File: config.mk
export PLATFORM = sky130hd
export DESIGN_NAME = labeled_region_box_crop
export DESIGN_NICKNAME = d
export VERILOG_FILES = /design/src/hdl/lbc_pkg.sv /design/src/hdl/labeled_region_box_crop.sv /design/src/hdl/lbc_cfgpos.sv /design/src/hdl/lbc_box.sv /design/src/hdl/lbc_obuf.sv
export SDC_FILE = /design/constraint.sdc
export NUM_CORES = 1
export LEC_CHECK = 0
export BUFFER_PORTS_ARGS = -buffer_cell sky130_fd_sc_hd__buf_2
export CAP_MARGIN = 30
export CORE_MARGIN = 4
export CORE_UTILIZATION = 45
export CTS_BUF_LIST = sky130_fd_sc_hd__clkbuf_4
export DETAILED_ROUTE_END_ITERATION = 7
export PLACE_DENSITY = 0.67
export SLEW_MARGIN = 20
export SYNTH_ARGS = -nofsm -noshare
export SYNTH_HDL_FRONTEND = slang
export SYNTH_SLANG_ARGS = --single-unit
File: constraint.sdc
create_clock -name clk -period 9.8 [get_ports clk]
set_clock_uncertainty 0.15 [all_clocks]
set_input_delay 0.98 -clock clk [delete_from_list [all_inputs] [get_ports clk]]
set_output_delay 0.98 -clock clk [all_outputs]
set_load 0.05 [all_outputs]
File: src/hdl/lbc_pkg.sv
// Shared types, constants and codes for the labeled region box crop block.
package lbc_pkg;

    localparam int MAX_DIM  = 256;
    localparam int COORD_W  = $clog2(MAX_DIM);
    localparam int DIM_W    = COORD_W + 1;
    localparam int EXT_W    = COORD_W + 1;
    localparam int MAT_W    = 8;
    localparam int LABEL_W  = 16;
    localparam int CFG_W    = 16;
    localparam int CFG_IDX_W = 2;
    localparam int IN_DATA_W  = 24;
    localparam int OUT_DATA_W = 64;

    typedef enum logic [CFG_IDX_W-1:0] {
        REG_DIM_X  = 2'd0,
        REG_DIM_Y  = 2'd1,
        REG_DIM_Z  = 2'd2,
        REG_TARGET = 2'd3
    } cfg_idx_t;

    typedef enum logic {
        OP_SCAN = 1'b0,
        OP_COPY = 1'b1
    } op_t;

    typedef enum logic {
        KIND_SUMMARY = 1'b0,
        KIND_CELL    = 1'b1
    } kind_t;

    // Current voxel position plus raster markers
    typedef struct packed {
        logic [COORD_W-1:0] x;
        logic [COORD_W-1:0] y;
        logic [COORD_W-1:0] z;
        logic               at_origin;
        logic               at_end;
    } pos_t;

    typedef struct packed {
        kind_t              kind;
        logic               found;
        logic [COORD_W-1:0] origin_x;
        logic [COORD_W-1:0] origin_y;
        logic [COORD_W-1:0] origin_z;
        logic [EXT_W-1:0]   extent_x;
        logic [EXT_W-1:0]   extent_y;
        logic [EXT_W-1:0]   extent_z;
        logic [MAT_W-1:0]   cell_value;
        logic               last;
    } result_t;

    // Out-of-range sizes: zero counts as one, anything above MAX_DIM as MAX_DIM
    function automatic logic [DIM_W-1:0] clamp_dim(input logic [DIM_W-1:0] d);
        logic [DIM_W-1:0] r;
        r = d;
        if (d == '0)
        begin
            r = DIM_W'(1);
        end
        else if (d > DIM_W'(MAX_DIM))
        begin
            r = DIM_W'(MAX_DIM);
        end
        return r;
    endfunction

endpackage

File: src/hdl/labeled_region_box_crop.sv
// Top level of the labeled region bounding box crop block.
//
// Usage: the parent voxel grid is streamed in raster order (x fastest, then
// y, then z), one voxel per input word; tuser selects the pass (0 scan,
// 1 copy). Positions come from internal counters that advance on every
// accepted word and wrap to the origin after the last voxel of the grid.
// A scan pass builds the min/max box of voxels whose label equals the
// target and emits one summary word (tuser 0) on its last voxel. A copy
// pass emits one cell word (tuser 1) per voxel inside the box; tlast marks
// the final cell. Target 0 or an empty scan gives found=0 and no cells.
// Config: write cfg_we/cfg_index/cfg_data while idle; any write returns the
// position counters to the origin. Sizes of 0 count as 1, above 256 as 256.
// Timing: one input word per cycle while the output buffer has room; a
// result is registered into it when its input word is taken. The per-voxel
// compare, min/max and counter update are combinational ahead of a two-word
// output buffer, so the input keeps moving while one result waits.
// Stall: when the receiver holds tready low and both buffer words are full,
// s_axis_tready drops until a word leaves. Reset empties the buffer, clears
// the box and counters and sets all sizes to 1 and the target to 0.
module labeled_region_box_crop (
    input  logic                              clk,
    input  logic                              rst_n,
    // Configuration write port
    input  logic                              cfg_we,
    input  logic [lbc_pkg::CFG_IDX_W-1:0]     cfg_index,
    input  logic [lbc_pkg::CFG_W-1:0]         cfg_data,
    // Voxel input
    input  logic                              s_axis_tvalid,
    output logic                              s_axis_tready,
    input  logic [lbc_pkg::IN_DATA_W-1:0]     s_axis_tdata,  // material[7:0], label[23:8]
    input  logic                              s_axis_tuser,  // op
    // Result output
    output logic                              m_axis_tvalid,
    input  logic                              m_axis_tready,
    // found[0], origin_x[8:1], origin_y[16:9], origin_z[24:17], extent_x[33:25],
    // extent_y[42:34], extent_z[51:43], cell_value[59:52], zero fill[63:60]
    output logic [lbc_pkg::OUT_DATA_W-1:0]    m_axis_tdata,
    output logic                              m_axis_tuser,  // kind
    output logic                              m_axis_tlast   // last
);
    import lbc_pkg::*;

    pos_t               pos;
    logic [LABEL_W-1:0] target;
    logic               step;
    logic               res_valid;
    result_t            res;
    result_t            out_res;

    assign step = s_axis_tvalid && s_axis_tready;

    lbc_cfgpos u_cfgpos (
        .clk       (clk),
        .rst_n     (rst_n),
        .cfg_we    (cfg_we),
        .cfg_index (cfg_index),
        .cfg_data  (cfg_data),
        .step      (step),
        .pos       (pos),
        .target    (target)
    );

    lbc_box u_box (
        .clk       (clk),
        .rst_n     (rst_n),
        .step      (step),
        .op        (s_axis_tuser),
        .material  (s_axis_tdata[MAT_W-1:0]),
        .label     (s_axis_tdata[MAT_W+LABEL_W-1:MAT_W]),
        .pos       (pos),
        .target    (target),
        .res_valid (res_valid),
        .res       (res)
    );

    lbc_obuf u_obuf (
        .clk       (clk),
        .rst_n     (rst_n),
        .push      (step && res_valid),
        .push_data (res),
        .room      (s_axis_tready),
        .out_valid (m_axis_tvalid),
        .out_ready (m_axis_tready),
        .out_data  (out_res)
    );

    assign m_axis_tdata = {4'b0, out_res.cell_value,
                           out_res.extent_z, out_res.extent_y, out_res.extent_x,
                           out_res.origin_z, out_res.origin_y, out_res.origin_x,
                           out_res.found};
    assign m_axis_tuser = out_res.kind;
    assign m_axis_tlast = out_res.last;

endmodule

File: src/hdl/lbc_cfgpos.sv
// Configuration registers and raster position counter.
module lbc_cfgpos (
    input  logic                              clk,
    input  logic                              rst_n,
    input  logic                              cfg_we,
    input  logic [lbc_pkg::CFG_IDX_W-1:0]     cfg_index,
    input  logic [lbc_pkg::CFG_W-1:0]         cfg_data,
    input  logic                              step,
    output lbc_pkg::pos_t                     pos,
    output logic [lbc_pkg::LABEL_W-1:0]       target
);
    import lbc_pkg::*;

    logic [DIM_W-1:0]   dim_x_reg, dim_y_reg, dim_z_reg;
    logic [LABEL_W-1:0] target_reg;
    logic [COORD_W-1:0] px_reg, py_reg, pz_reg;
    logic [COORD_W-1:0] px_next, py_next, pz_next;
    logic               x_wrap, y_wrap, z_wrap;
    logic [DIM_W-1:0]   dim_in;

    assign dim_in = clamp_dim(cfg_data[DIM_W-1:0]);

    // End-of-axis flags, compared one wider than the counter
    assign x_wrap = ({1'b0, px_reg} + DIM_W'(1)) >= dim_x_reg;
    assign y_wrap = ({1'b0, py_reg} + DIM_W'(1)) >= dim_y_reg;
    assign z_wrap = ({1'b0, pz_reg} + DIM_W'(1)) >= dim_z_reg;

    always_comb
    begin
        px_next = px_reg;
        py_next = py_reg;
        pz_next = pz_reg;
        if (!x_wrap)
        begin
            px_next = px_reg + COORD_W'(1);
        end
        else
        begin
            px_next = '0;
            if (!y_wrap)
            begin
                py_next = py_reg + COORD_W'(1);
            end
            else
            begin
                py_next = '0;
                pz_next = z_wrap ? '0 : pz_reg + COORD_W'(1);
            end
        end
    end

    always_ff @(posedge clk or negedge rst_n)
    begin
        if (!rst_n)
        begin
            dim_x_reg  <= DIM_W'(1);
            dim_y_reg  <= DIM_W'(1);
            dim_z_reg  <= DIM_W'(1);
            target_reg <= '0;
            px_reg     <= '0;
            py_reg     <= '0;
            pz_reg     <= '0;
        end
        else if (cfg_we)
        begin
            unique case (cfg_idx_t'(cfg_index))
                REG_DIM_X:  dim_x_reg  <= dim_in;
                REG_DIM_Y:  dim_y_reg  <= dim_in;
                REG_DIM_Z:  dim_z_reg  <= dim_in;
                REG_TARGET: target_reg <= cfg_data[LABEL_W-1:0];
                default:    target_reg <= target_reg;
            endcase
            px_reg <= '0;
            py_reg <= '0;
            pz_reg <= '0;
        end
        else if (step)
        begin
            px_reg <= px_next;
            py_reg <= py_next;
            pz_reg <= pz_next;
        end
    end

    assign pos.x         = px_reg;
    assign pos.y         = py_reg;
    assign pos.z         = pz_reg;
    assign pos.at_origin = (px_reg == '0) && (py_reg == '0) && (pz_reg == '0);
    assign pos.at_end    = x_wrap && y_wrap && z_wrap;
    assign target        = target_reg;

endmodule

File: src/hdl/lbc_box.sv
// Bounding box tracker and result former for scan and copy words.
module lbc_box (
    input  logic                          clk,
    input  logic                          rst_n,
    input  logic                          step,
    input  logic                          op,
    input  logic [lbc_pkg::MAT_W-1:0]     material,
    input  logic [lbc_pkg::LABEL_W-1:0]   label,
    input  lbc_pkg::pos_t                 pos,
    input  logic [lbc_pkg::LABEL_W-1:0]   target,
    output logic                          res_valid,
    output lbc_pkg::result_t              res
);
    import lbc_pkg::*;

    logic [COORD_W-1:0] min_reg [3];
    logic [COORD_W-1:0] max_reg [3];
    logic [COORD_W-1:0] min_next [3];
    logic [COORD_W-1:0] max_next [3];
    logic [COORD_W-1:0] min_eff [3];
    logic [COORD_W-1:0] max_eff [3];
    logic [COORD_W-1:0] p [3];
    logic [EXT_W-1:0]   ext [3];
    logic               hit_reg, hit_next, hit_eff;
    logic               match, is_scan, in_box, last_cell;

    assign p[0] = pos.x;
    assign p[1] = pos.y;
    assign p[2] = pos.z;

    assign match   = (target != '0) && (label == target);
    assign is_scan = (op_t'(op) == OP_SCAN);
    // A scan word at the origin starts from a clean box
    assign hit_eff = (is_scan && pos.at_origin) ? 1'b0 : hit_reg;

    always_comb
    begin
        for (int i = 0; i < 3; i++)
        begin
            min_eff[i] = (is_scan && pos.at_origin) ? '1 : min_reg[i];
            max_eff[i] = (is_scan && pos.at_origin) ? '0 : max_reg[i];
            min_next[i] = min_eff[i];
            max_next[i] = max_eff[i];
            if (match)
            begin
                if (!hit_eff || p[i] < min_eff[i])
                begin
                    min_next[i] = p[i];
                end
                if (!hit_eff || p[i] > max_eff[i])
                begin
                    max_next[i] = p[i];
                end
            end
            ext[i] = {1'b0, max_next[i]} - {1'b0, min_next[i]} + EXT_W'(1);
        end
        hit_next = hit_eff || match;
    end

    always_comb
    begin
        in_box    = 1'b1;
        last_cell = 1'b1;
        for (int i = 0; i < 3; i++)
        begin
            if (p[i] < min_reg[i] || p[i] > max_reg[i])
            begin
                in_box = 1'b0;
            end
            if (p[i] != max_reg[i])
            begin
                last_cell = 1'b0;
            end
        end
    end

    always_ff @(posedge clk or negedge rst_n)
    begin
        if (!rst_n)
        begin
            hit_reg <= 1'b0;
            for (int i = 0; i < 3; i++)
            begin
                min_reg[i] <= '1;
                max_reg[i] <= '0;
            end
        end
        else if (step && is_scan)
        begin
            hit_reg <= hit_next;
            for (int i = 0; i < 3; i++)
            begin
                min_reg[i] <= min_next[i];
                max_reg[i] <= max_next[i];
            end
        end
    end

    always_comb
    begin
        res = '0;
        res_valid = 1'b0;
        if (is_scan)
        begin
            res_valid = pos.at_end;
            res.kind  = KIND_SUMMARY;
            res.found = hit_next;
            if (hit_next)
            begin
                res.origin_x = min_next[0];
                res.origin_y = min_next[1];
                res.origin_z = min_next[2];
                res.extent_x = ext[0];
                res.extent_y = ext[1];
                res.extent_z = ext[2];
            end
        end
        else
        begin
            res_valid      = hit_reg && in_box;
            res.kind       = KIND_CELL;
            res.cell_value = match ? material : '0;
            res.last       = last_cell;
        end
    end

endmodule

File: src/hdl/lbc_obuf.sv
// Two-entry output buffer that decouples the result channel from the input.
module lbc_obuf (
    input  logic              clk,
    input  logic              rst_n,
    input  logic              push,
    input  lbc_pkg::result_t  push_data,
    output logic              room,
    output logic              out_valid,
    input  logic              out_ready,
    output lbc_pkg::result_t  out_data
);
    import lbc_pkg::*;

    result_t    head_reg, tail_reg;
    logic [1:0] count_reg;
    logic       pop;

    assign pop       = out_valid && out_ready;
    assign out_valid = (count_reg != 2'd0);
    assign room      = (count_reg != 2'd2);
    assign out_data  = head_reg;

    always_ff @(posedge clk or negedge rst_n)
    begin
        if (!rst_n)
        begin
            count_reg <= 2'd0;
        end
        else
        begin
            case ({push, pop})
                2'b01:   count_reg <= count_reg - 2'd1;
                2'b10:   count_reg <= count_reg + 2'd1;
                default: count_reg <= count_reg;
            endcase
        end
    end

    always_ff @(posedge clk)
    begin
        case ({push, pop})
            2'b11:
            begin
                if (count_reg == 2'd1)
                begin
                    head_reg <= push_data;
                end
                else
                begin
                    head_reg <= tail_reg;
                    tail_reg <= push_data;
                end
            end
            2'b01:
            begin
                head_reg <= tail_reg;
            end
            2'b10:
            begin
                if (count_reg == 2'd0)
                begin
                    head_reg <= push_data;
                end
                else
                begin
                    tail_reg <= push_data;
                end
            end
            default:
            begin
                head_reg <= head_reg;
            end
        endcase
    end

endmodule

==> flow_metrics.tcl, run 1 <==
set metrics [dict create \
    status "finished, final reports clean" \
    gp_congestion 0.962 \
    crit_buf_inv 2 \
    switching_share 0.445 \
    start_kind "flip-flop" \
    cap_violations 0 \
    fin_ws_ns 2.72 \
    yosysWarnings 0 \
    clk_pin_slew_ns 0.06 \
    synth-seq-cells 242 \
    grt_pass1_vias 12800 \
    cts_max_level 3 \
    antenna_found_initial 2 \
    worst-setup-path-type "flip-flop to flip-flop" \
    cts_buffers 69 \
    max_freq_mhz 141 \
    dr.pass1.iters 5 \
    die_w_um 198 \
    cp.required_ns 10.20 \
    seqPwrFrac 0.341 \
    reg2reg_from "u_cfgpos.px_reg[0]" \
    antenna_left 0 \
    grt.total_usage 0.220 \
    yosysUniqueCellTypes 75 \
    path_cells "inv_1 > ha_1 > nor4bb_1 > nand4_1 > nor2_1 > buf_4 > nor2_1 > ha_1 > a211o_1 > a211o_1 > o211ai_1 > a21oi_1 > or2_1 > nand2_1 > o21ai_1 > ha_1 > ha_1 > a21o_1 > a21oi_1 > a2bb2oi_1 > a21oi_1 > xnor2_1 > a31oi_1 > a21oi_1" \
    syn2layout_area_growth_pct 11.4 \
    synth_cells 1686 \
    synth_edf_count 124 \
    drive_gt1_frac 0.189 \
    synth_top_area_share 0.229 \
    drt_iter0_drc 1046 \
    synthesis.area_um2 16200 \
    cts_resized 0 \
    peakVddDrop_mv 0.227 \
    core_um2 35600 \
    p_int_mw 2.59 \
    drc 0 \
    rows 69 \
    cellPowerDensity_nw_per_um2 258 \
    rsz0062_at_grt "false" \
    slowest_delay_ns 0.57 \
    root_buffer "clkbuf_4" \
    overflow 0 \
    tns_ns 0 \
    hold_buffers 0 \
    hold_viol 0 \
    reg2reg_slack_ns 2.72 \
    arrival_ns 7.48 \
    num_vias 13000 \
    finalNonFillerCells 2316 \
    clock_latency_ns 0.72 \
    p_leak_nw 8.21 \
    clock_sinks 242 \
    yosysSeqAreaShare 0.414 \
    fin_crit_ns 7.08 \
    p_comb_frac 0.452 \
    worst_pin_slew_ns 0.922 \
    rr_worst_depth 24 \
    viasPerCell 5.63 \
    syn_area_per_cell_um2 9.62 \
    clockBufferDepth 3 \
    fin_util 0.508 \
    postCtsSetupRepairBufs 0 \
    final-setup-viol-count 0 \
    die_h_um 198 \
    wirelength_um 43500 \
    async_flop_share 0.488 \
    nets 2017 \
    power.switching_mw 2.08 \
    dp_hpwl_um 32100 \
    power_frac_clock 0.207 \
    synth_top_cell_by_area "edfxtp_1" \
    hold_class "input pin to async pin" \
    dieArea_um2 39200 \
    finalMaxSlewViolations 0 \
    grt_pass1_wl_um 68800 \
    initial_utilization 0.456 \
    yosys-top-cells-area "edfxtp_1 23%, dfrtp_1 14%, ha_1 13%" \
    synth_commonest_cells "168 x ha_1, 144 x inv_1, 135 x nand2_1" \
    crit_family "simple AND/OR/NAND/NOR gates" \
    avgRoutedWirePerCell_um 18.8 \
    synth_ff_type "edfxtp_1" \
    fin_crit_sh 0.723 \
    dp_slack_ns 2.61 \
    cts_tree "built" \
    dp.cells 2186 \
    grt_max_degree 81 \
    ios 116 \
    cp-end-kind "flip-flop" \
    yosysMostFrequentCell "ha_1" \
    slew_headroom 0.381 \
    critPathMaxFanout 24 \
    r2r_end "u_obuf.out_data[26]" \
    cpMaxStageDelayCell "nor2_1" \
    portBuffers 111 \
]
## metrics by stage
stage	power, mW	instance area (µm²)	hold WS [ns]
after floorplan	3.17	16200	0.300
after global placement	3.67	17100	0.312
after detailed placement	3.73	17200	0.321
after CTS	4.71	18100	0.221
after global routing	4.99	18100	0.268
final	4.67	18100	0.234
## per-layer routing
| metal | global-route usage | wire [µm] | vias to the layer above |
|---|---|---|---|
| met3 | 0.0448 | 3050 | 90 |
| met5 | 0 | 14 | - |
| met4 | 0.0857 | 1470 | 2 |
| met2 | 0.341 | 19300 | 457 |
| met1 | 0.305 | 19600 | 6150 |
| li1 | - | - | 6336 |
## cells by family after synthesis
family | synth area share
AO/OA/AOI/OAI | 0.178
XOR/XNOR | 0.0317
adder cells (fa/ha/maj) | 0.133
buffers and inverters | 0.0585
flip-flops | 0.414
multiplexers | 0.0421
other | 0.000231
AND/OR/NAND/NOR | 0.143
## layout make-up
cell class                      count  area (µm²)
Antenna cell                        2        5.00
Clock buffer                      104         781
Clock inverter                     22         128
Fill cell                        3370       17500
Inverter                          145         544
Multi-Input combinational cell   1209        8610
Sequential cell                   242        6710
Tap cell                          461         577
Timing Repair Buffer              131         723
## worst reg2reg max path, stage by stage (launching register included)
cell and delay (ns):
dfrtp_1 0.56, inv_1 0.29, ha_1 0.23, nor4bb_1 0.29
nand4_1 0.34, nor2_1 0.57, buf_4 0.34, nor2_1 0.11
ha_1 0.32, a211o_1 0.26, a211o_1 0.22, o211ai_1 0.09
a21oi_1 0.15, or2_1 0.52, nand2_1 0.16, o21ai_1 0.09
ha_1 0.37, ha_1 0.30, a21o_1 0.17, a21oi_1 0.24
a2bb2oi_1 0.27, a21oi_1 0.11, xnor2_1 0.44, a31oi_1 0.16
a21oi_1 0.15
## worst max-delay path by stage
stage / start / end / slack (ns) / cells after the start
6_report: u_cfgpos.px_reg[0] / u_obuf.out_data[26] / 2.72 / 24
5_1_grt: u_cfgpos.py_reg[0] / u_obuf.out_data[34] / 2.30 / 26
4_1_cts: u_cfgpos.py_reg[0] / u_obuf.out_data[26] / 2.82 / 24
3_5_place_dp: s_axis_tuser / u_obuf.out_data[16] / 2.61 / 26
3_3_place_gp: s_axis_tuser / u_obuf.out_data[16] / 2.67 / 26
2_1_floorplan: u_cfgpos.py_reg[0] / u_obuf.out_data[0] / 1.78 / 16
## power by group through the flow
| stage | Combinational (mW) | Sequential [mW] | Clock, mW |
|---|---|---|---|
| 2_1_floorplan | 1.10 | 2.07 | 0 |
| 3_3_place_gp | 2.06 | 1.61 | 0 |
| 3_5_place_dp | 2.12 | 1.61 | 0 |
| 4_1_cts | 2.13 | 1.59 | 0.993 |
| 5_1_grt | 2.32 | 1.62 | 1.05 |
| 6_report | 2.11 | 1.59 | 0.966 |
## placed cells by master (no fill, tap or decap), types with 82 or more instances in the layout
cell type / synthesis / routed
inv_1: 144 / 144
edfxtp_1: 124 / 124
a21oi_1: 131 / 129
buf_2: 8 / 110
dfrtp_1: 91 / 91
clkbuf_4: 0 / 104
nand2_1: 135 / 135
o21ai_0: 105 / 105
ha_1: 168 / 166
nor2_1: 82 / 82
Note: power is estimated with default switching activity, not from simulation.
==> run 2: changes to the inputs <==
Settings changed: PLACE_DENSITY 0.67 to 0.7.
Clock period 9.8 ns to 6.4 ns, I/O delays scaled along.
==> run 2 against run 1 <==
Effect of this change: worst hold slack worse by 0.17 ns; core utilization increased by 0.96 points; design area grew 1.9%; via count is 1.8% higher; non-clock buffer count increased by 41; critical path depth stayed put; first-iteration DRC count shrank 13%; combinational power rose by 57%; die area did not move; fmax up 17%; clock power grew 54%; critical endpoint is now u_obuf.out_data[34]; routed wire length rose by 0.72%.
==> flow_metrics.tcl, run 2 (same netlist as run 1, synthesis figures left out) <==
set metrics [dict create \
    status "finished, final reports clean" \
    cp.depth 24 \
    cts_buffers 67 \
    nets 2056 \
    portBuffers 111 \
    cp.required_ns 6.68 \
    core_um2 35600 \
    seqPwrFrac 0.333 \
    switching_share 0.437 \
    fin_crit_sh 0.949 \
    final_cell_mix "166 x ha_1, 142 x inv_1, 135 x nand2_1, 128 x a21oi_1, 124 x edfxtp_1" \
    dp_hpwl_um 32700 \
    cap_violations 0 \
    fin_crit_ns 6.07 \
    fin_area_um2 18400 \
    start_kind "flip-flop" \
    viasPerCell 5.66 \
    grt_pass1_wl_um 70000 \
    cts_tree "built" \
    reg2reg_from "u_cfgpos.px_reg[5]" \
    drt_iter0_drc 912 \
    postCtsSetupRepairBufs 0 \
    initial_utilization 0.456 \
    clk_pin_slew_ns 0.06 \
    hold_class "input pin to flip-flop" \
    antenna_found_initial 1 \
    critPathMaxFanout 11 \
    slowest_delay_ns 0.58 \
    cp-end-kind "flip-flop" \
    crit_family "simple AND/OR/NAND/NOR gates" \
    gp_congestion 1.00 \
    hold_viol 0 \
    worst_pin_slew_ns 0.969 \
    syn2layout_area_growth_pct 13.5 \
    avgRoutedWirePerCell_um 18.7 \
    max_freq_mhz 165 \
    grt_pass1_vias 13400 \
    worst-setup-path-type "flip-flop to flip-flop" \
    crit_path_end "u_obuf.out_data[34]" \
    root_buffer "clkbuf_4" \
    rr_worst_depth 24 \
    antenna_left 0 \
    cts_max_level 3 \
    slew_headroom 0.351 \
    overflow 0 \
    tns_ns 0 \
    cellPowerDensity_nw_per_um2 392 \
    num_vias 13300 \
    power.switching_mw 3.15 \
    crit_buf_inv 2 \
    dieArea_um2 39200 \
    clock_sinks 242 \
    p_leak_nw 8.43 \
    dr.pass1.iters 5 \
    rows 69 \
    crit_start "u_cfgpos.px_reg[5]" \
    grt_max_degree 75 \
    grt.total_usage 0.222 \
    die_w_um 198 \
    cpMaxStageDelayCell "or4_4" \
    p_int_mw 4.06 \
    ios 116 \
    r2r_end "u_obuf.out_data[34]" \
    drc 0 \
    finalNonFillerCells 2346 \
    clockBufferDepth 3 \
    finalMaxSlewViolations 0 \
    placed_area_um2 17400 \
    die_h_um 198 \
    rsz0062_at_grt "false" \
    path_cells "or4_4 > or2_1 > nor2_4 > nor2_1 > ha_1 > a211o_1 > or4_1 > o211ai_2 > a21oi_2 > or2_4 > nor2_1 > nor2_1 > ha_1 > inv_1 > ha_1 > inv_1 > fa_1 > nor2b_1 > o21ai_0 > a21boi_0 > o21ai_0 > a21boi_0 > nor3_1 > o21a_1" \
    power_frac_clock 0.207 \
    arrival_ns 6.35 \
    layout_commonest_cell "ha_1" \
    drive_gt1_frac 0.205 \
    clock_latency_ns 0.70 \
    wirelength_um 43800 \
    dp.cells 2221 \
    p_comb_frac 0.460 \
    reg2reg_slack_ns 0.33 \
    final-setup-viol-count 0 \
    peakVddDrop_mv 0.361 \
]
run 2: changes by cell type in the layout (fill, tap and decap cells not counted), sizes merged, moves of 2 or more:
cell,delta
clkbuf,-3
bufinv,+2
clkinvlp,-4
clkinv,-8
dlygate4sd3,+8
buf,+35
run 2: how the worst min path moves through the flow:
| stage | from | end | slack [ns] | cells after the start |
|---|---|---|---|---|
| 6_report | cfg_data[0] | u_cfgpos.target[0] | 0.06 | 2 |
| 5_1_grt | cfg_data[0] | u_cfgpos.target[0] | 0.03 | 2 |
| 4_1_cts | cfg_data[0] | u_cfgpos.target[0] | 0.009 | 2 |
| 3_5_place_dp | u_cfgpos.dim_x_reg[5] | u_cfgpos.dim_x_reg[5] | 0.32 | 2 |
| 3_3_place_gp | u_cfgpos.dim_z_reg[4] | u_cfgpos.dim_z_reg[4] | 0.31 | 2 |
| 2_1_floorplan | rst_n | u_box.hit_reg | 0.19 | 0 |
run 2: power groups by stage:
stage | clock (mW) | sequential [mW] | combinational, mW
2_1_floorplan | 0 | 3.14 | 1.69
3_3_place_gp | 0 | 2.42 | 3.23
3_5_place_dp | 0 | 2.43 | 3.32
4_1_cts | 1.53 | 2.41 | 3.33
5_1_grt | 1.61 | 2.45 | 3.62
6_report | 1.49 | 2.40 | 3.32
run 2: layout make-up:
cell class                 instances  area, µm²
fill                            3244      17100
multi-input combinational       1209       8640
sequential                       242       6710
timing repair buffer             172       1050
clock buffer                     103        773
tap                              461        577
inverter                         145        544
clock inverter                    13        129
antenna                            1       2.50
run 2: through the flow:
step	worst slack, ns	hold slack (ns)	total power, mW	util
final	0.329	0.0635	7.21	0.518
after global routing	0.0156	0.0285	7.69	0.518
after CTS	0.138	0.00896	7.26	0.517
after detailed placement	0.187	0.321	5.75	0.489
after global placement	0.302	0.314	5.65	0.489
after floorplan	0.337	0.194	4.83	-
run 2: what timing repair did:
item | in CTS | in global routing
gates resized for setup | 0 | 9
hold buffers | 8 | 0
hold endpoints to repair | 50 | 0
endpoints found under the setup margin | 0 | 14
run 2: worst register-to-register path, delay by kind of cell, from the launching register on:
kind | cells | cell delay [ns]
adders and majority gates | 4 | 1.15
DFF | 1 | 0.50
buffers and inverters | 2 | 0.11
and+or+nand+nor | 10 | 2.40
AOI/OAI and AO/OA | 8 | 1.51
run 2: metal layers:
metal  vias up  GRT usage  part of all wire
li1       6419          -                 -
met1      6296      0.294              0.44
met2       459      0.358              0.46
met3        96     0.0420             0.066
met4         0     0.0928             0.039
met5         -          0                 0
